$ cat config.mk
export PLATFORM = sky130hd
export DESIGN_NAME = sorted_priority_task_table_flat
export DESIGN_NICKNAME = d
export VERILOG_FILES = /design/src/rtl/spt_pkg.sv /design/src/rtl/spt_in_if.sv /design/src/rtl/spt_out_if.sv /design/src/rtl/spt_ram.sv /design/src/rtl/spt_datapath.sv /design/src/rtl/spt_ctrl.sv /design/src/rtl/sorted_priority_task_table.sv /design/src/flat_wrapper.sv
export SDC_FILE = /design/constraint.sdc
export NUM_CORES = 1
export LEC_CHECK = 0
export BUFFER_PORTS_ARGS = -buffer_cell sky130_fd_sc_hd__buf_4
export CELL_PAD_IN_SITES_DETAIL_PLACEMENT = 1
export CELL_PAD_IN_SITES_GLOBAL_PLACEMENT = 2
export CORE_AREA = 2 2 166 289
export DETAILED_ROUTE_END_ITERATION = 16
export DIE_AREA = 0 0 168 291
export PLACE_DENSITY = 0.73
export SETUP_SLACK_MARGIN = 0.1
export SLEW_MARGIN = 20
export SYNTH_ARGS = -nofsm -noshare
export SYNTH_HDL_FRONTEND = slang
export SYNTH_SLANG_ARGS = --single-unit
export TNS_END_PERCENT = 5
$ cat constraint.sdc
create_clock -name clk_i -period 6.2 [get_ports clk_i]
set_input_delay 1.24 -clock clk_i [delete_from_list [all_inputs] [get_ports clk_i]]
set_output_delay 1.24 -clock clk_i [all_outputs]
set_load 0.1 [all_outputs]
$ cat src/rtl/spt_pkg.sv
`timescale 1ns / 1ps
// ----------------------------------------------------------------------------
// Sorted priority task table package
// Shared types and codes for the controller, datapath and top level.
// ----------------------------------------------------------------------------
package spt_pkg;

  typedef enum logic [1:0] {
    ACT_INSERT = 2'd0,
    ACT_DELETE = 2'd1,
    ACT_MARK   = 2'd2,
    ACT_DUMP   = 2'd3
  } action_e;

  typedef enum logic [1:0] {
    ST_OK        = 2'd0,
    ST_NOT_FOUND = 2'd1,
    ST_FULL      = 2'd2,
    ST_EMPTY     = 2'd3
  } status_e;

  typedef enum logic [2:0] {
    WR_NONE     = 3'd0,
    WR_SHIFT_UP = 3'd1,
    WR_SHIFT_DN = 3'd2,
    WR_NEW_NEXT = 3'd3,
    WR_NEW_HEAD = 3'd4,
    WR_MARK     = 3'd5
  } wr_sel_e;

  typedef struct packed {
    logic [15:0] id;
    logic [7:0]  prio;
    logic        done;
  } entry_t;

  typedef struct packed {
    logic    load;
    logic    scan;
    logic    step;
    wr_sel_e wr;
    logic    set_found;
    logic    cnt_inc;
    logic    cnt_dec;
    logic    emit;
    logic    emit_entry;
    status_e code;
  } dp_cmd_t;

  typedef struct packed {
    logic empty;
    logic full;
    logic pend_valid;
    logic pend_first;
    logic pend_last;
    logic hit;
    logic after;
    logic found;
    logic out_free;
  } dp_stat_t;

endpackage

$ cat src/rtl/spt_in_if.sv
`timescale 1ns / 1ps
// ----------------------------------------------------------------------------
// Request channel
// Valid/ready channel that carries one request item.
// ----------------------------------------------------------------------------
interface spt_in_if;
  logic        valid;
  logic        ready;
  logic [1:0]  action;
  logic [15:0] task_id;
  logic [7:0]  priority_req;

  modport source (output valid, action, task_id, priority_req, input ready);
  modport sink (input valid, action, task_id, priority_req, output ready);
endinterface

$ cat src/rtl/spt_out_if.sv
`timescale 1ns / 1ps
// ----------------------------------------------------------------------------
// Result channel
// Valid/ready channel that carries one result item.
// ----------------------------------------------------------------------------
interface spt_out_if;
  logic        valid;
  logic        ready;
  logic [1:0]  status;
  logic [15:0] entry_id;
  logic [7:0]  entry_priority;
  logic        entry_done;
  logic        last;

  modport source (output valid, status, entry_id, entry_priority, entry_done, last,
                  input ready);
  modport sink (input valid, status, entry_id, entry_priority, entry_done, last,
                output ready);
endinterface

$ cat src/rtl/spt_ram.sv
`timescale 1ns / 1ps
// ----------------------------------------------------------------------------
// Generic RAM
// One write port and one read port with registered read data.
// ----------------------------------------------------------------------------
module spt_ram #(
  parameter int WIDTH = 25,
  parameter int DEPTH = 16
) (
  input  logic                                   clk_i,
  input  logic                                   we_i,
  input  logic [((DEPTH > 1) ? $clog2(DEPTH) : 1)-1:0] waddr_i,
  input  logic [WIDTH-1:0]                       wdata_i,
  input  logic                                   re_i,
  input  logic [((DEPTH > 1) ? $clog2(DEPTH) : 1)-1:0] raddr_i,
  output logic [WIDTH-1:0]                       rdata_o
);

  logic [WIDTH-1:0] mem_q [DEPTH];
  logic [WIDTH-1:0] rdata_q;

  always_ff @(posedge clk_i) begin
    if (we_i) begin
      mem_q[waddr_i] <= wdata_i;
    end
    if (re_i) begin
      rdata_q <= mem_q[raddr_i];
    end
  end

  assign rdata_o = rdata_q;

endmodule

$ cat src/rtl/spt_datapath.sv
`timescale 1ns / 1ps
// ----------------------------------------------------------------------------
// Sorted priority task table datapath
// Entry RAM, scan pointers, entry count, request and result registers.
// ----------------------------------------------------------------------------
module spt_datapath #(
  parameter int DEPTH = 16
) (
  input  logic             clk_i,
  input  logic             rst_ni,
  input  logic [1:0]       action_i,
  input  logic [15:0]      task_id_i,
  input  logic [7:0]       priority_req_i,
  input  spt_pkg::dp_cmd_t cmd_i,
  output spt_pkg::dp_stat_t stat_o,
  output logic             out_valid_o,
  input  logic             out_ready_i,
  output logic [1:0]       status_o,
  output logic [15:0]      entry_id_o,
  output logic [7:0]       entry_priority_o,
  output logic             entry_done_o,
  output logic             last_o
);

  localparam int IW = (DEPTH > 1) ? $clog2(DEPTH) : 1;
  localparam int CW = $clog2(DEPTH + 1);
  localparam int EW = $bits(spt_pkg::entry_t);

  logic [CW-1:0] count_q, count_d;
  logic [CW-1:0] rem_q;
  logic [IW-1:0] rd_idx_q;
  logic [IW-1:0] pend_idx_q;
  logic          pend_valid_q;
  logic          found_q;
  logic          down_q;
  logic [15:0]   req_id_q;
  logic [7:0]    req_pr_q;

  logic          out_valid_q;
  spt_pkg::status_e out_status_q;
  logic [15:0]   out_id_q;
  logic [7:0]    out_pr_q;
  logic          out_done_q;
  logic          out_last_q;

  logic          rd_go;
  logic          wr_en;
  logic [IW-1:0] wr_addr;
  spt_pkg::entry_t wr_data;
  spt_pkg::entry_t rd_entry;
  spt_pkg::entry_t new_entry;
  logic [EW-1:0] rd_raw;
  logic          out_free;
  logic          pend_last;

  spt_ram #(
    .WIDTH (EW),
    .DEPTH (DEPTH)
  ) u_ram (
    .clk_i   (clk_i),
    .we_i    (wr_en),
    .waddr_i (wr_addr),
    .wdata_i (wr_data),
    .re_i    (rd_go),
    .raddr_i (rd_idx_q),
    .rdata_o (rd_raw)
  );

  assign rd_entry  = spt_pkg::entry_t'(rd_raw);
  assign new_entry = '{id: req_id_q, prio: req_pr_q, done: 1'b0};
  assign out_free  = !out_valid_q || out_ready_i;
  assign pend_last = ((CW'(pend_idx_q) + CW'(1)) == count_q);
  assign rd_go     = cmd_i.scan && (rem_q != '0) && (!pend_valid_q || cmd_i.step);

  always_comb begin
    wr_en   = 1'b1;
    wr_addr = pend_idx_q + IW'(1);
    wr_data = rd_entry;
    case (cmd_i.wr)
      spt_pkg::WR_SHIFT_UP: begin
        wr_addr = pend_idx_q + IW'(1);
      end
      spt_pkg::WR_SHIFT_DN: begin
        wr_addr = pend_idx_q - IW'(1);
      end
      spt_pkg::WR_NEW_NEXT: begin
        wr_data = new_entry;
      end
      spt_pkg::WR_NEW_HEAD: begin
        wr_addr = '0;
        wr_data = new_entry;
      end
      spt_pkg::WR_MARK: begin
        wr_addr      = pend_idx_q;
        wr_data.done = 1'b1;
      end
      default: begin
        wr_en = 1'b0;
      end
    endcase
  end

  always_comb begin
    count_d = count_q;
    if (cmd_i.cnt_inc) begin
      count_d = count_q + CW'(1);
    end else if (cmd_i.cnt_dec) begin
      count_d = count_q - CW'(1);
    end
  end

  always_ff @(posedge clk_i or negedge rst_ni) begin
    if (!rst_ni) begin
      count_q      <= '0;
      rem_q        <= '0;
      pend_valid_q <= 1'b0;
      found_q      <= 1'b0;
      down_q       <= 1'b0;
      out_valid_q  <= 1'b0;
    end else begin
      count_q <= count_d;
      if (cmd_i.load) begin
        rem_q        <= count_q;
        pend_valid_q <= 1'b0;
        found_q      <= 1'b0;
        down_q       <= (spt_pkg::action_e'(action_i) == spt_pkg::ACT_INSERT);
      end else begin
        if (rd_go) begin
          rem_q        <= rem_q - CW'(1);
          pend_valid_q <= 1'b1;
        end else if (cmd_i.step) begin
          pend_valid_q <= 1'b0;
        end
        if (cmd_i.set_found) begin
          found_q <= 1'b1;
        end
      end
      if (cmd_i.emit) begin
        out_valid_q <= 1'b1;
      end else if (out_ready_i) begin
        out_valid_q <= 1'b0;
      end
    end
  end

  always_ff @(posedge clk_i) begin
    if (cmd_i.load) begin
      req_id_q <= task_id_i;
      req_pr_q <= priority_req_i;
      if (spt_pkg::action_e'(action_i) == spt_pkg::ACT_INSERT) begin
        rd_idx_q <= IW'(count_q - CW'(1));
      end else begin
        rd_idx_q <= '0;
      end
    end else if (rd_go) begin
      pend_idx_q <= rd_idx_q;
      rd_idx_q   <= down_q ? (rd_idx_q - IW'(1)) : (rd_idx_q + IW'(1));
    end
    if (cmd_i.emit) begin
      if (cmd_i.emit_entry) begin
        out_status_q <= spt_pkg::ST_OK;
        out_id_q     <= rd_entry.id;
        out_pr_q     <= rd_entry.prio;
        out_done_q   <= rd_entry.done;
        out_last_q   <= pend_last;
      end else begin
        out_status_q <= cmd_i.code;
        out_id_q     <= req_id_q;
        out_pr_q     <= '0;
        out_done_q   <= 1'b0;
        out_last_q   <= 1'b1;
      end
    end
  end

  assign stat_o.empty      = (count_q == '0);
  assign stat_o.full       = (count_q == CW'(DEPTH));
  assign stat_o.pend_valid = pend_valid_q;
  assign stat_o.pend_first = (pend_idx_q == '0);
  assign stat_o.pend_last  = pend_last;
  assign stat_o.hit        = (rd_entry.id == req_id_q);
  assign stat_o.after      = (rd_entry.prio > req_pr_q);
  assign stat_o.found      = found_q;
  assign stat_o.out_free   = out_free;

  assign out_valid_o      = out_valid_q;
  assign status_o         = out_status_q;
  assign entry_id_o       = out_id_q;
  assign entry_priority_o = out_pr_q;
  assign entry_done_o     = out_done_q;
  assign last_o           = out_last_q;

endmodule

$ cat src/rtl/spt_ctrl.sv
`timescale 1ns / 1ps
// ----------------------------------------------------------------------------
// Sorted priority task table controller
// Sequences the table scans for insert, delete, mark and dump.
// ----------------------------------------------------------------------------
module spt_ctrl (
  input  logic              clk_i,
  input  logic              rst_ni,
  input  logic              in_valid_i,
  input  logic [1:0]        in_action_i,
  output logic              in_ready_o,
  input  spt_pkg::dp_stat_t stat_i,
  output spt_pkg::dp_cmd_t  cmd_o
);

  typedef enum logic [6:0] {
    S_IDLE     = 7'b0000001,
    S_INS      = 7'b0000010,
    S_INS_HEAD = 7'b0000100,
    S_DEL      = 7'b0001000,
    S_MARK     = 7'b0010000,
    S_DUMP     = 7'b0100000,
    S_RESP     = 7'b1000000
  } state_e;

  state_e state_q, state_d;
  spt_pkg::status_e code_q, code_d;

  always_comb begin
    state_d = state_q;
    code_d  = code_q;
    cmd_o   = '0;
    cmd_o.wr   = spt_pkg::WR_NONE;
    cmd_o.code = code_q;
    unique case (state_q)
      S_IDLE: begin
        if (in_valid_i) begin
          cmd_o.load = 1'b1;
          code_d     = spt_pkg::ST_OK;
          case (spt_pkg::action_e'(in_action_i))
            spt_pkg::ACT_INSERT: begin
              if (stat_i.full) begin
                code_d  = spt_pkg::ST_FULL;
                state_d = S_RESP;
              end else if (stat_i.empty) begin
                state_d = S_INS_HEAD;
              end else begin
                state_d = S_INS;
              end
            end
            spt_pkg::ACT_DELETE: begin
              if (stat_i.empty) begin
                code_d  = spt_pkg::ST_NOT_FOUND;
                state_d = S_RESP;
              end else begin
                state_d = S_DEL;
              end
            end
            spt_pkg::ACT_MARK: begin
              if (stat_i.empty) begin
                code_d  = spt_pkg::ST_NOT_FOUND;
                state_d = S_RESP;
              end else begin
                state_d = S_MARK;
              end
            end
            default: begin
              if (stat_i.empty) begin
                code_d  = spt_pkg::ST_EMPTY;
                state_d = S_RESP;
              end else begin
                state_d = S_DUMP;
              end
            end
          endcase
        end
      end
      S_INS: begin
        cmd_o.scan = 1'b1;
        if (stat_i.pend_valid) begin
          cmd_o.step = 1'b1;
          if (stat_i.after) begin
            cmd_o.wr = spt_pkg::WR_SHIFT_UP;
            if (stat_i.pend_first) begin
              state_d = S_INS_HEAD;
            end
          end else begin
            cmd_o.wr      = spt_pkg::WR_NEW_NEXT;
            cmd_o.cnt_inc = 1'b1;
            code_d        = spt_pkg::ST_OK;
            state_d       = S_RESP;
          end
        end
      end
      S_INS_HEAD: begin
        cmd_o.wr      = spt_pkg::WR_NEW_HEAD;
        cmd_o.cnt_inc = 1'b1;
        code_d        = spt_pkg::ST_OK;
        state_d       = S_RESP;
      end
      S_DEL: begin
        cmd_o.scan = 1'b1;
        if (stat_i.pend_valid) begin
          cmd_o.step = 1'b1;
          if (!stat_i.found && stat_i.hit) begin
            cmd_o.set_found = 1'b1;
          end
          if (stat_i.found) begin
            cmd_o.wr = spt_pkg::WR_SHIFT_DN;
          end
          if (stat_i.pend_last) begin
            state_d = S_RESP;
            if (stat_i.found || stat_i.hit) begin
              cmd_o.cnt_dec = 1'b1;
              code_d        = spt_pkg::ST_OK;
            end else begin
              code_d = spt_pkg::ST_NOT_FOUND;
            end
          end
        end
      end
      S_MARK: begin
        cmd_o.scan = 1'b1;
        if (stat_i.pend_valid) begin
          cmd_o.step = 1'b1;
          if (stat_i.hit) begin
            cmd_o.wr = spt_pkg::WR_MARK;
            code_d   = spt_pkg::ST_OK;
            state_d  = S_RESP;
          end else if (stat_i.pend_last) begin
            code_d  = spt_pkg::ST_NOT_FOUND;
            state_d = S_RESP;
          end
        end
      end
      S_DUMP: begin
        cmd_o.scan = 1'b1;
        if (stat_i.pend_valid && stat_i.out_free) begin
          cmd_o.step       = 1'b1;
          cmd_o.emit       = 1'b1;
          cmd_o.emit_entry = 1'b1;
          if (stat_i.pend_last) begin
            state_d = S_IDLE;
          end
        end
      end
      S_RESP: begin
        if (stat_i.out_free) begin
          cmd_o.emit = 1'b1;
          state_d    = S_IDLE;
        end
      end
      default: begin
        state_d = S_IDLE;
      end
    endcase
  end

  always_ff @(posedge clk_i or negedge rst_ni) begin
    if (!rst_ni) begin
      state_q <= S_IDLE;
      code_q  <= spt_pkg::ST_OK;
    end else begin
      state_q <= state_d;
      code_q  <= code_d;
    end
  end

  assign in_ready_o = (state_q == S_IDLE);

endmodule

$ cat src/rtl/sorted_priority_task_table.sv
`timescale 1ns / 1ps
// An insert, delete or mark returns one result item; a dump delivers one entry per cycle
// while the result channel is free to take it.
// One item is handled at a time: a new request is not taken before the last is through,
// and the scan of the entry RAM goes through its single read port and single write port.
// Reset clears the entry count and all control state; the RAM contents are not cleared.
// ----------------------------------------------------------------------------
// Sorted priority task table
// Bounded table of task entries kept in ascending priority order.
// ----------------------------------------------------------------------------
module sorted_priority_task_table #(
  parameter int DEPTH = 16
) (
  input  logic       clk_i,
  input  logic       rst_ni,
  spt_in_if.sink     in_i,
  spt_out_if.source  out_o
);

  spt_pkg::dp_cmd_t  cmd;
  spt_pkg::dp_stat_t stat;
  logic              in_ready;

  spt_ctrl u_ctrl (
    .clk_i       (clk_i),
    .rst_ni      (rst_ni),
    .in_valid_i  (in_i.valid),
    .in_action_i (in_i.action),
    .in_ready_o  (in_ready),
    .stat_i      (stat),
    .cmd_o       (cmd)
  );

  spt_datapath #(
    .DEPTH (DEPTH)
  ) u_datapath (
    .clk_i            (clk_i),
    .rst_ni           (rst_ni),
    .action_i         (in_i.action),
    .task_id_i        (in_i.task_id),
    .priority_req_i   (in_i.priority_req),
    .cmd_i            (cmd),
    .stat_o           (stat),
    .out_valid_o      (out_o.valid),
    .out_ready_i      (out_o.ready),
    .status_o         (out_o.status),
    .entry_id_o       (out_o.entry_id),
    .entry_priority_o (out_o.entry_priority),
    .entry_done_o     (out_o.entry_done),
    .last_o           (out_o.last)
  );

  assign in_i.ready = in_ready;

  a_emit_free: assert property (@(posedge clk_i) disable iff (!rst_ni)
    cmd.emit |-> stat.out_free)
    else $error("Result emitted while the output register is occupied.");

  a_inc_not_full: assert property (@(posedge clk_i) disable iff (!rst_ni)
    cmd.cnt_inc |-> !stat.full)
    else $error("Entry count incremented on a full table.");

  a_dec_not_empty: assert property (@(posedge clk_i) disable iff (!rst_ni)
    cmd.cnt_dec |-> !stat.empty)
    else $error("Entry count decremented on an empty table.");

  a_busy_after_accept: assert property (@(posedge clk_i) disable iff (!rst_ni)
    (in_i.valid && in_i.ready) |=> !in_i.ready)
    else $error("Request accepted while the previous item is still in progress.");

endmodule
$ cat src/flat_wrapper.sv
// flat-port wrapper written by rule: the top's interface ports become plain ports
module sorted_priority_task_table_flat 
#(
  parameter int DEPTH = 16
)
  (clk_i, rst_ni, in_i_valid, in_i_action, in_i_task_id, in_i_priority_req, in_i_ready, out_o_valid, out_o_status, out_o_entry_id, out_o_entry_priority, out_o_entry_done, out_o_last, out_o_ready);
  spt_in_if in_i_i ();
  spt_out_if out_o_i ();
  input  logic clk_i;
  input  logic rst_ni;
  input wire logic [$bits(in_i_i.valid)-1:0] in_i_valid;
  input wire logic [$bits(in_i_i.action)-1:0] in_i_action;
  input wire logic [$bits(in_i_i.task_id)-1:0] in_i_task_id;
  input wire logic [$bits(in_i_i.priority_req)-1:0] in_i_priority_req;
  output wire logic [$bits(in_i_i.ready)-1:0] in_i_ready;
  output wire logic [$bits(out_o_i.valid)-1:0] out_o_valid;
  output wire logic [$bits(out_o_i.status)-1:0] out_o_status;
  output wire logic [$bits(out_o_i.entry_id)-1:0] out_o_entry_id;
  output wire logic [$bits(out_o_i.entry_priority)-1:0] out_o_entry_priority;
  output wire logic [$bits(out_o_i.entry_done)-1:0] out_o_entry_done;
  output wire logic [$bits(out_o_i.last)-1:0] out_o_last;
  input wire logic [$bits(out_o_i.ready)-1:0] out_o_ready;
  assign in_i_i.valid = in_i_valid;
  assign in_i_i.action = in_i_action;
  assign in_i_i.task_id = in_i_task_id;
  assign in_i_i.priority_req = in_i_priority_req;
  assign in_i_ready = in_i_i.ready;
  assign out_o_valid = out_o_i.valid;
  assign out_o_status = out_o_i.status;
  assign out_o_entry_id = out_o_i.entry_id;
  assign out_o_entry_priority = out_o_i.entry_priority;
  assign out_o_entry_done = out_o_i.entry_done;
  assign out_o_last = out_o_i.last;
  assign out_o_i.ready = out_o_ready;
  sorted_priority_task_table #(.DEPTH(DEPTH)) u_core (.clk_i(clk_i), .rst_ni(rst_ni), .in_i(in_i_i), .out_o(out_o_i));
endmodule
* After elaboration in Yosys (flattened, before gate mapping)
Memories as Yosys holds them, arrays and structs flattened. A register that Yosys moved wholly into a read port is not among the register bits.
Cells that the tools add are included.
** Word-level totals
- Output and inout bits :: 30
- Memory bits (read-only) :: 0
- Memories kept :: 1
- RAM bits :: 400
- Latch bits :: 0
- Bits of input ports :: 30
- Flip-flop bits (word level) :: 83
** Cells by class
- Equal/unequal tests :: 28
- Order comparisons :: 1
- Reduce and logical (&&, ||, !) cells :: 26
- Mux-type cells :: 78
- Add/subtract/negate cells :: 8
- Bitwise gates (word level) :: 1
- Div/mod/pow operators :: 0
- Multipliers :: 0
- Shift operators :: 0
** Memories
- u_core.u_datapath.u_ram.mem_q :: depth 16, bits a word 25, read ports 1, clocked after Yosys merged registers in 1, write ports 1, line spt_ram.sv:19 : logic [WIDTH-1:0] mem_q [DEPTH];
** Operators with widths (count)
- 7-bit two-way mux :: 15
- 7-bit one-hot mux with 7 select lines :: 1
- 2-bit two-way mux :: 13
- 1-bit two-way mux :: 25
- 5-bit two-way mux :: 5
- 24-bit two-way mux :: 1
- 4-bit two-way mux :: 6
- 7-bit one-hot mux with 3 select lines :: 1
- 2-bit != test, second input constant :: 9
- 16-bit equality test :: 1
- 16-bit two-way mux :: 1
- 8-bit AND reduction :: 2
- 3-bit one-hot mux with 4 select lines :: 1
- 4-bit one-hot mux with 3 select lines :: 1
- 2-bit one-hot mux with 5 select lines :: 1
- 5-bit nonzero test :: 2
- 5-bit by 1-bit subtractor with 5-bit output, second input constant :: 2
- 4-bit by 1-bit adder with 4-bit output, second input constant :: 2
- 8-bit > comparator :: 1
- 2-bit one-hot mux with 4 select lines :: 1
- 2-bit nonzero test :: 4
- 4-bit by 1-bit subtractor with 4-bit output, second input constant :: 2
- 7-bit by 1-bit equality test with 1-bit output, second input constant :: 1
- 7-bit by 2-bit equality test with 1-bit output, second input constant :: 1
- 30 further kinds :: 43

* Logic depth before layout (Yosys ltp)
Gate-level depths: netlist of the first run.
- Depth in word-level cells :: 10
- Depth in mapped cells :: 11
- Depth with buffers taken out :: 10

* By module
Synthesis of the first run repeated with hierarchy kept, for this count alone.
** Unflattened totals
- Cells, all modules :: 1109
- Area total of the unflattened synthesis :: 20791.2 um^2
** Modules (own cells, without submodules)
- spt_ram :: area each 15801.4 um^2, instances 1, cells an instance 660
- spt_datapath :: area each 4020.1 um^2, instances 1, cells an instance 330
- spt_ctrl :: area each 969.7 um^2, instances 1, cells an instance 119

* Worst setup path after synthesis of the first run
Ideal clock, no wire load.
- Path type :: reg-to-reg
- Start point :: reg u_core.u_ctrl.state_q[5]
- End point :: mem u_core.u_datapath.u_ram.mem_q[12][0], enable pin
- Clock period less this slack :: 4.034 ns
- Path buffers :: 0
- Setup time :: 0.407 ns
- Data required time :: 5.793 ns
- Stages on the path, launching flop included :: 11
- Data arrival time :: 3.627 ns
- Setup slack :: 2.166 ns
- Cells stage by stage :: dfrtp_1 > nor4_4 > and4_1 > ha_1 > a21o_1 > a21oi_1 > xor2_1 > a2111oi_0 > a211oi_2 > or2_1 > nor2_1
** Between the ends
- Longest elaborated chain between the ends :: 7
** RTL lines
- from (decl) :: line spt_ctrl.sv:26 : state_e state_q, state_d;
- from (signal assigned) :: line spt_ctrl.sv:164 : state_q <= state_d;
- 7-bit by 5-bit equality test with 1-bit output, or another cell as far along :: line spt_ctrl.sv:35 : unique case (state_q)
- 3-bit one-hot mux with 4 select lines * :: line spt_ctrl.sv:35
- 3-bit equality test, or another cell as far along :: line spt_datapath.sv:79 : case (cmd_i.wr)
- 5-bit OR reduction (no line)
- 1-bit two-way mux :: line spt_datapath.sv:79
- 1-bit two-way mux :: line spt_ram.sv:23 : if (we_i) begin
- 1-bit two-way mux (not written as such) :: line spt_ram.sv:24 : mem_q[waddr_i] <= wdata_i;
- to (decl) :: line spt_ram.sv:19
Every way passes the cells marked *; elsewhere a longest branch is shown, timed or not.

* Final worst setup path of the first run
- Start point :: reg u_core.u_ctrl.state_q[5]
- End point :: mem u_core.u_datapath.u_ram.mem_q[8][14], enable pin
Same word-level chain as after synthesis.

==> impl_metrics.tcl, run 1 <==
set metrics [dict create \
    netlist_instances 1018 \
    synthesis.area_mm2 0.02072 \
    post-synth-top-area-cell "sky130_fd_sc_hd__edfxtp_1" \
    yosysUniqueCellTypes 72 \
    dr_total_vias 9926 \
    area.growth.synth_to_final_pct 13.70 \
    cell_leakage_power_uw 0.007686 \
    netlist_top_cells_count "485 x sky130_fd_sc_hd__edfxtp_1, 125 x sky130_fd_sc_hd__mux4_2, 30 x sky130_fd_sc_hd__nor2_1" \
    postCtsResizedCells 0 \
    area_of_the_core_region_mm2 0.04664 \
    worstPathRequired_ns 6.38 \
    total_grt_usage_pct 19.88 \
    cts_tree "built" \
    gp_routability_congestion 0.8026 \
    criticalPathCategory "reg -> reg" \
    slew_violations 0 \
    post_cts_hold_buffer_count 0 \
    placed_cell_area_mm2 0.02196 \
    run_status "completed" \
    via_count_of_the_first_global_routing_pass 10770 \
    post_synth.cell_area_avg_um2 20.36 \
    regArea_mm2 0.01514 \
    multi_input_area_mm2 0.005438 \
    final_min_period_over_clock_period_pct 67.73 \
    worst_hold_slack_ns 0.5522 \
    cts_max_level 2 \
    tns_ns 0 \
    asyncSetResetFlopFracSynth_pct 4.528 \
    wire_per_inst_um 27.42 \
    hp-class "reg -> reg" \
    ys_ff_latch 508 \
    worstMarginPinSlew_ns 1.097 \
    critPathCaptureType "flop" \
    ys_top_cells_by_area "sky130_fd_sc_hd__edfxtp_1 70%, sky130_fd_sc_hd__mux4_2 14%, sky130_fd_sc_hd__dfrtp_1 2.7%" \
    antenna_found_initial 1 \
    grt_first_pass_wirelength_um 71070 \
    postLayoutCellArea_mm2 0.02356 \
    clock_root_buffer "sky130_fd_sc_hd__clkbuf_16" \
    boundaryPins 60 \
    postLayoutCoreUtil_pct 50.52 \
    cp_slowest_cell "sky130_fd_sc_hd__nor2_4" \
    synth_enable_flop_cells 485 \
    grt_start_max_net_pins 105 \
    vias_per_cell 5.768 \
    tritoncts.num_buffers 46 \
    core.rowCount 105 \
    routed_wl_um 47190 \
    sequential_to_total_area_share_from_yosys_stat_pct 73.06 \
    die_height_um 291 \
    congestion_overflow_gr 0 \
    critical_path.max_fanout 25 \
    pwr_density_cell_mw_per_mm2 440.6 \
    die-area_mm2 0.04889 \
    hpwlAfterDp_um 31560 \
    synth_flop_cell "sky130_fd_sc_hd__edfxtp_1" \
    layout.filler_cells 4128 \
    clock_sinks 508 \
    layout-drive-gt1-share_pct 30.30 \
    clock_latency_ns 0.56 \
    yosys_warnings 0 \
    setup_repair_after_global_routing_missed_its_margin "false" \
    arrival_ns 4.38 \
    critical_path.startpoint_type "flop" \
    cts_max_path_buffers 3 \
    achievable-frequency_mhz 238.1 \
    clock_transition_at_the_registers_of_the_reported_paths_ns 0.07 \
    drv.max_cap_violation_count 0 \
    finalSetupViolCount 0 \
    placement.io_buffers 59 \
    firstDrtPassIters 5 \
    hold_viol_final 0 \
    slew-limit-headroom_pct 26.86 \
    post-cts-setup-buffer-count 0 \
    clock_skew_ns 0.01827 \
    ant_nets 0 \
    critical_path.max_stage_delay_ns 0.77 \
    num-nets-final 1149 \
    die_w_um 168 \
    detailedRoute.firstIterationViolations 631 \
    synth_top_cell_area_share_pct 70.27 \
    path_cells "nor4_4 > and4_1 > ha_1 > a21o_1 > a21oi_1 > xor2_1 > a2111oi_0 > a211oi_2 > nand2b_1 > nor2_4" \
    vdd_drop_max_mv 0.2073 \
    fin_crit_ns 4.199 \
    drc 0 \
    syn-num-nets 1072 \
    yosys.cell_count.top_type "sky130_fd_sc_hd__edfxtp_1" \
    floorplan.initialDensity_pct 44.44 \
]
flip-flops by register name, summed over array words and instances (netlist names), 2 cells and up:
register,count
u_core.u_datapath.entry_priority_o,8
u_core.u_datapath.status_o,2
u_core.u_ctrl.state_q,7
u_core.u_datapath.req_pr_q,8
u_core.u_ctrl.code_q,2
u_core.u_datapath.rd_idx_q,4
u_core.u_datapath.u_ram.rdata_o,25
u_core.u_datapath.count_q,5
u_core.u_datapath.pend_idx_q,4
u_core.u_datapath.u_ram.mem_q,400
u_core.u_datapath.rem_q,5
u_core.u_datapath.entry_id_o,16
u_core.u_datapath.req_id_q,16
path summary, 6_finish.rpt:
check / startpoint / end / slack, ns / cells past startpoint
setup reg to reg: u_core.u_ctrl.state_q[5] / u_core.u_datapath.u_ram.mem_q[8][14] / 2.00 / 10
setup / recovery: u_core.u_ctrl.state_q[5] / u_core.u_datapath.u_ram.mem_q[8][14] / 2.00 / 10
max in group asynchronous: rst_ni / u_core.u_ctrl.state_q[0] / 5.31 / 1
hold / removal: u_core.u_ctrl.code_q[0] / u_core.u_ctrl.code_q[0] / 0.55 / 2
hold reg to reg: u_core.u_ctrl.code_q[0] / u_core.u_ctrl.code_q[0] / 0.55 / 2
min in group asynchronous: rst_ni / u_core.u_datapath.out_valid_o / 0.59 / 1
routing by layer:
| layer | global-route usage, % | wire length, um | vias up |
|---|---|---|---|
| met3 | 2.447 | 1833 | 74 |
| li1 | - | - | 4309 |
| met4 | 6.532 | 1465 | 0 |
| met2 | 34.80 | 24900 | 227 |
| met1 | 25.83 | 18990 | 5316 |
| met5 | 0 | 0 | - |
critical path: cells and delay by family, from the launching register on:
family                   cells  cell delay (ns)
flip-flops                   1             0.45
XOR/XNOR                     1             0.10
adder cells (fa/ha/maj)      1             0.28
AO/OA/AOI/OAI                4             1.00
AND/OR/NAND/NOR              4             2.00
through the flow:
step | setup WS (ns) | total power, uW | std cells
finish | 2.001 | 10380 | 1721
global route | 1.739 | 10810 | 1720
CTS | 1.973 | 10520 | 1720
detailed placement | 2.053 | 7497 | 1635
global placement | 2.137 | 7452 | 1635
floorplan | 2.166 | 6532 | 1018
placed cells by master, fill, tap and decap left out, types with 9 or more instances in the layout:
| master | count |
|---|---|
| sky130_fd_sc_hd__clkinv_1 | 10 |
| sky130_fd_sc_hd__xnor2_1 | 25 |
| sky130_fd_sc_hd__mux2_4 | 15 |
| sky130_fd_sc_hd__mux4_2 | 125 |
| sky130_fd_sc_hd__nor2b_1 | 9 |
| sky130_fd_sc_hd__nand3_1 | 11 |
| sky130_fd_sc_hd__dfrtp_1 | 22 |
| sky130_fd_sc_hd__mux2_2 | 19 |
| sky130_fd_sc_hd__nand2_1 | 25 |
| sky130_fd_sc_hd__o21ai_0 | 16 |
| sky130_fd_sc_hd__clkbuf_16 | 47 |
| sky130_fd_sc_hd__ha_1 | 22 |
| sky130_fd_sc_hd__nor2_1 | 13 |
| sky130_fd_sc_hd__buf_4 | 72 |
| sky130_fd_sc_hd__bufinv_16 | 9 |
| sky130_fd_sc_hd__edfxtp_1 | 485 |
| sky130_fd_sc_hd__a21oi_1 | 16 |
| sky130_fd_sc_hd__inv_1 | 24 |
| sky130_fd_sc_hd__and2_1 | 12 |
| sky130_fd_sc_hd__nor2_4 | 17 |
| sky130_fd_sc_hd__xor2_1 | 9 |
kinds of logic after synthesis:
group                    share of synthesized area (%)
AND/OR/NAND/NOR                                  3.852
AO/OA/AOI/OAI                                    2.831
buffers and inverters                            1.425
flip-flops                                       73.06
adder cells (fa/ha/maj)                          1.521
multiplexers                                     15.80
XOR/XNOR                                         1.515
report_power, final:
part	internal, uW	leakage (uW)	switching (uW)
clock	1770	0.000757	1240
sequential	4190	0.00468	149
combinational	1240	0.00225	1790
area by class of cell:
type / count / share of cell area [%]
repair buffers: 73 / 2.379
multi-input cells: 441 / 23.08
clock buffers: 55 / 5.119
well taps: 588 / 3.122
inverters: 25 / 0.3982
flip-flops and latches: 508 / 64.25
diodes: 1 / 0.01062
clock inverters: 30 / 1.641
(Power assumes the default switching activity.)
==> run 2: changes to the inputs <==
--- a/config.mk
+++ b/config.mk
@@ -8,10 +8,10 @@
 export BUFFER_PORTS_ARGS = -buffer_cell sky130_fd_sc_hd__buf_4
 export CELL_PAD_IN_SITES_DETAIL_PLACEMENT = 1
 export CELL_PAD_IN_SITES_GLOBAL_PLACEMENT = 2
-export CORE_AREA = 2 2 166 289
+export CORE_AREA = 2 2 168 293
 export DETAILED_ROUTE_END_ITERATION = 16
-export DIE_AREA = 0 0 168 291
-export PLACE_DENSITY = 0.73
+export DIE_AREA = 0 0 170 295
+export PLACE_DENSITY = 0.74
 export SETUP_SLACK_MARGIN = 0.1
 export SLEW_MARGIN = 20
 export SYNTH_ARGS = -nofsm -noshare
==> constraint.sdc (replaced) <==
create_clock -name clk_i -period 3.5 [get_ports clk_i]
set_input_delay 0.7 -clock clk_i [delete_from_list [all_inputs] [get_ports clk_i]]
set_output_delay 0.7 -clock clk_i [all_outputs]
set_load 0.1 [all_outputs]
==> run 2 against run 1 <==
First-iteration DRC count is 43% higher. Non-clock buffer count up 67. Wire length is 6.9% higher. Largest cell class unchanged. Critical path type unchanged.
==> impl_metrics.tcl, run 2 (synthesis gave the netlist of run 1 again) <==
set metrics [dict create \
    cts_max_path_buffers 3 \
    slew-limit-headroom_pct 33.07 \
    ant_nets 0 \
    clock_sinks 508 \
    drc 0 \
    most-common-layout-cells "485 x sky130_fd_sc_hd__edfxtp_1, 125 x sky130_fd_sc_hd__mux4_2, 105 x sky130_fd_sc_hd__buf_4" \
    area_of_the_core_region_mm2 0.04775 \
    placement.io_buffers 59 \
    layout-drive-gt1-share_pct 34.31 \
    critical_path.n_buffers_inverters 3 \
    dr_total_vias 10270 \
    cts_tree "built" \
    core.rowCount 106 \
    grt_start_max_net_pins 104 \
    tritoncts.num_buffers 46 \
    critical_path.max_fanout 7 \
    setup_repair_after_global_routing_missed_its_margin "false" \
    cp_slowest_cell "sky130_fd_sc_hd__dfrtp_1" \
    run_status "completed" \
    total_grt_usage_pct 20.99 \
    die-area_mm2 0.05015 \
    seqPwrFrac_pct 41.9 \
    num-nets-final 1216 \
    critPathCaptureType "flop" \
    area.growth.synth_to_final_pct 17.93 \
    slew_violations 0 \
    die_w_um 170 \
    crit-reg2reg-launch "u_core.u_ctrl.state_q[2]" \
    gp_routability_congestion 0.8249 \
    setup.worst_path.start "u_core.u_ctrl.state_q[2]" \
    congestion_overflow_gr 0 \
    antenna_cells 0 \
    placed_insts 1705 \
    final_min_period_over_clock_period_pct 91.62 \
    hp-class "in -> async" \
    vdd_drop_max_mv 0.4256 \
    cts_max_level 2 \
    boundaryPins 60 \
    routed_wl_um 50430 \
    achievable-frequency_mhz 311.8 \
    clock_transition_at_the_registers_of_the_reported_paths_ns 0.07 \
    floorplan.initialDensity_pct 43.41 \
    clock_skew_ns 0.02625 \
    critical_path.startpoint_type "flop" \
    r2r_cells 13 \
    hpwlAfterDp_um 33880 \
    firstDrtPassIters 5 \
    antenna_found_initial 1 \
    net_switching_uw 5745 \
    max_flop_register "u_core.u_datapath.u_ram.mem_q" \
    detailedRoute.firstIterationViolations 902 \
    finalSetupViolCount 0 \
    worstPathRequired_ns 3.77 \
    postLayoutCoreUtil_pct 51.19 \
    hold_viol_final 0 \
    grt_first_pass_wirelength_um 75660 \
    pwr-share-clk_pct 27.7 \
    power_report.internal_total_uw 12760 \
    number_of_standard_cells_in_the_layout_taps_in_and_fillers_out 1792 \
    fin_crit_ns 3.207 \
    wire_per_inst_um 28.14 \
    path_cells "nor4_4 > and4_4 > ha_4 > a21o_1 > a21oi_2 > xor2_1 > a2111oi_2 > a211oi_2 > buf_4 > nand2_1 > buf_6 > nor2_4 > clkbuf_16" \
    worstMarginPinSlew_ns 1.004 \
    vias_per_cell 5.730 \
    cell_leakage_power_uw 0.008106 \
    criticalPathCategory "reg -> reg" \
    timing.reg2reg.setup_slack_ns 0.29 \
    arrival_ns 3.48 \
    p_total_uw 18510 \
    pwr_density_cell_mw_per_mm2 757.2 \
    mostFrequentLayoutCell "sky130_fd_sc_hd__edfxtp_1" \
    drv.max_cap_violation_count 0 \
    clock_latency_ns 0.58 \
    critPathTopFamily "simple AND/OR/NAND/NOR gates" \
    critical_path.reg2reg.endpoint "u_core.u_datapath.u_ram.mem_q[3][1]" \
    swShare_pct 31.04 \
    critical_path.max_stage_delay_ns 0.45 \
    power_frac_comb_pct 30.4 \
    die_height_um 295 \
    largest_register_ffs 400 \
    clock_root_buffer "sky130_fd_sc_hd__clkbuf_16" \
    via_count_of_the_first_global_routing_pass 11290 \
]
-- run 2: cell count changes in the layout (fill, tap and decap cells not counted), sizes merged, moves of 2 or more --
cell and change:
buf +66, bufinv -3, clkbuf +5, clkinvlp -2
-- run 2: how the worst max path moves through the flow --
| stage | to | slack [ns] | depth (start not counted) |
|---|---|---|---|
| 3_3_place_gp | u_core.u_datapath.u_ram.mem_q[8][8] | 0.12 | 12 |
| 6_report | u_core.u_datapath.u_ram.mem_q[3][1] | 0.29 | 13 |
| 3_5_place_dp | u_core.u_datapath.u_ram.mem_q[8][3] | 0.07 | 12 |
| 5_1_grt | u_core.u_datapath.u_ram.mem_q[3][22] | 0.14 | 13 |
| 2_1_floorplan | u_core.u_datapath.u_ram.mem_q[12][0] | -0.16 | 10 |
| 4_1_cts | u_core.u_datapath.u_ram.mem_q[8][21] | 0.12 | 12 |
-- run 2: per-stage QoR --
| step | hold slack, ns | setup TNS (ns) | area, um^2 | worst slack [ns] |
|---|---|---|---|---|
| after global placement | 0.5409 | 0 | 22830 | 0.1233 |
| after floorplan | 0.4044 | -32.68 | 20760 | -0.1586 |
| after global routing | 0.03460 | 0 | 24440 | 0.1351 |
| after detailed placement | 0.5365 | 0 | 22830 | 0.06823 |
| final | 0.03061 | 0 | 24440 | 0.2932 |
| after CTS | 0.01799 | 0 | 24350 | 0.1235 |
-- run 2: worst register-to-register path, delay by kind of cell (launching register included) --
kind / cells / cell delay (ns)
buf+inv: 3 / 0.53
simple gates: 4 / 0.84
fa+ha+maj: 1 / 0.20
flops: 1 / 0.45
compound gates: 4 / 0.68
xor+xnor: 1 / 0.22
-- run 2: layer usage --
layer  global-route usage [%]  share of wire, %
met5                        0             0.020
met1                    26.21                39
met2                    36.84                53
met3                    2.691               3.9
met4                    8.964               4.2
-- run 2: timing repair --
action | 4_1_cts | 5_1_grt
gates cloned | 0 | 1
hold buffers | 0 | 0
resized for setup | 1 | 9
buffers inserted | 0 | 2
pin swaps | 0 | 8
endpoints found under the setup margin | 64 | 345
-- run 2: final cells by class --
| class | count | area [um^2] |
|---|---|---|
| repair buffers | 140 | 1476 |
| clock inverters | 25 | 300.3 |
| fillers | 4262 | 23300 |
| clock buffers | 59 | 1221 |
| inverters | 25 | 93.84 |
| flip-flops and latches | 508 | 15140 |
| multi-input cells | 441 | 5464 |
| well taps | 594 | 743.2 |
-- run 2: power groups by stage --
stage               Clock, uW  Sequential (uW)  Combinational, uW
floorplan                   0             8000               3580
global placement            0             7870               5590
CTS                      5270             7760               5700
global route             5440             7790               6050
detailed placement          0             7890               5680
finish                   5140             7750               5630
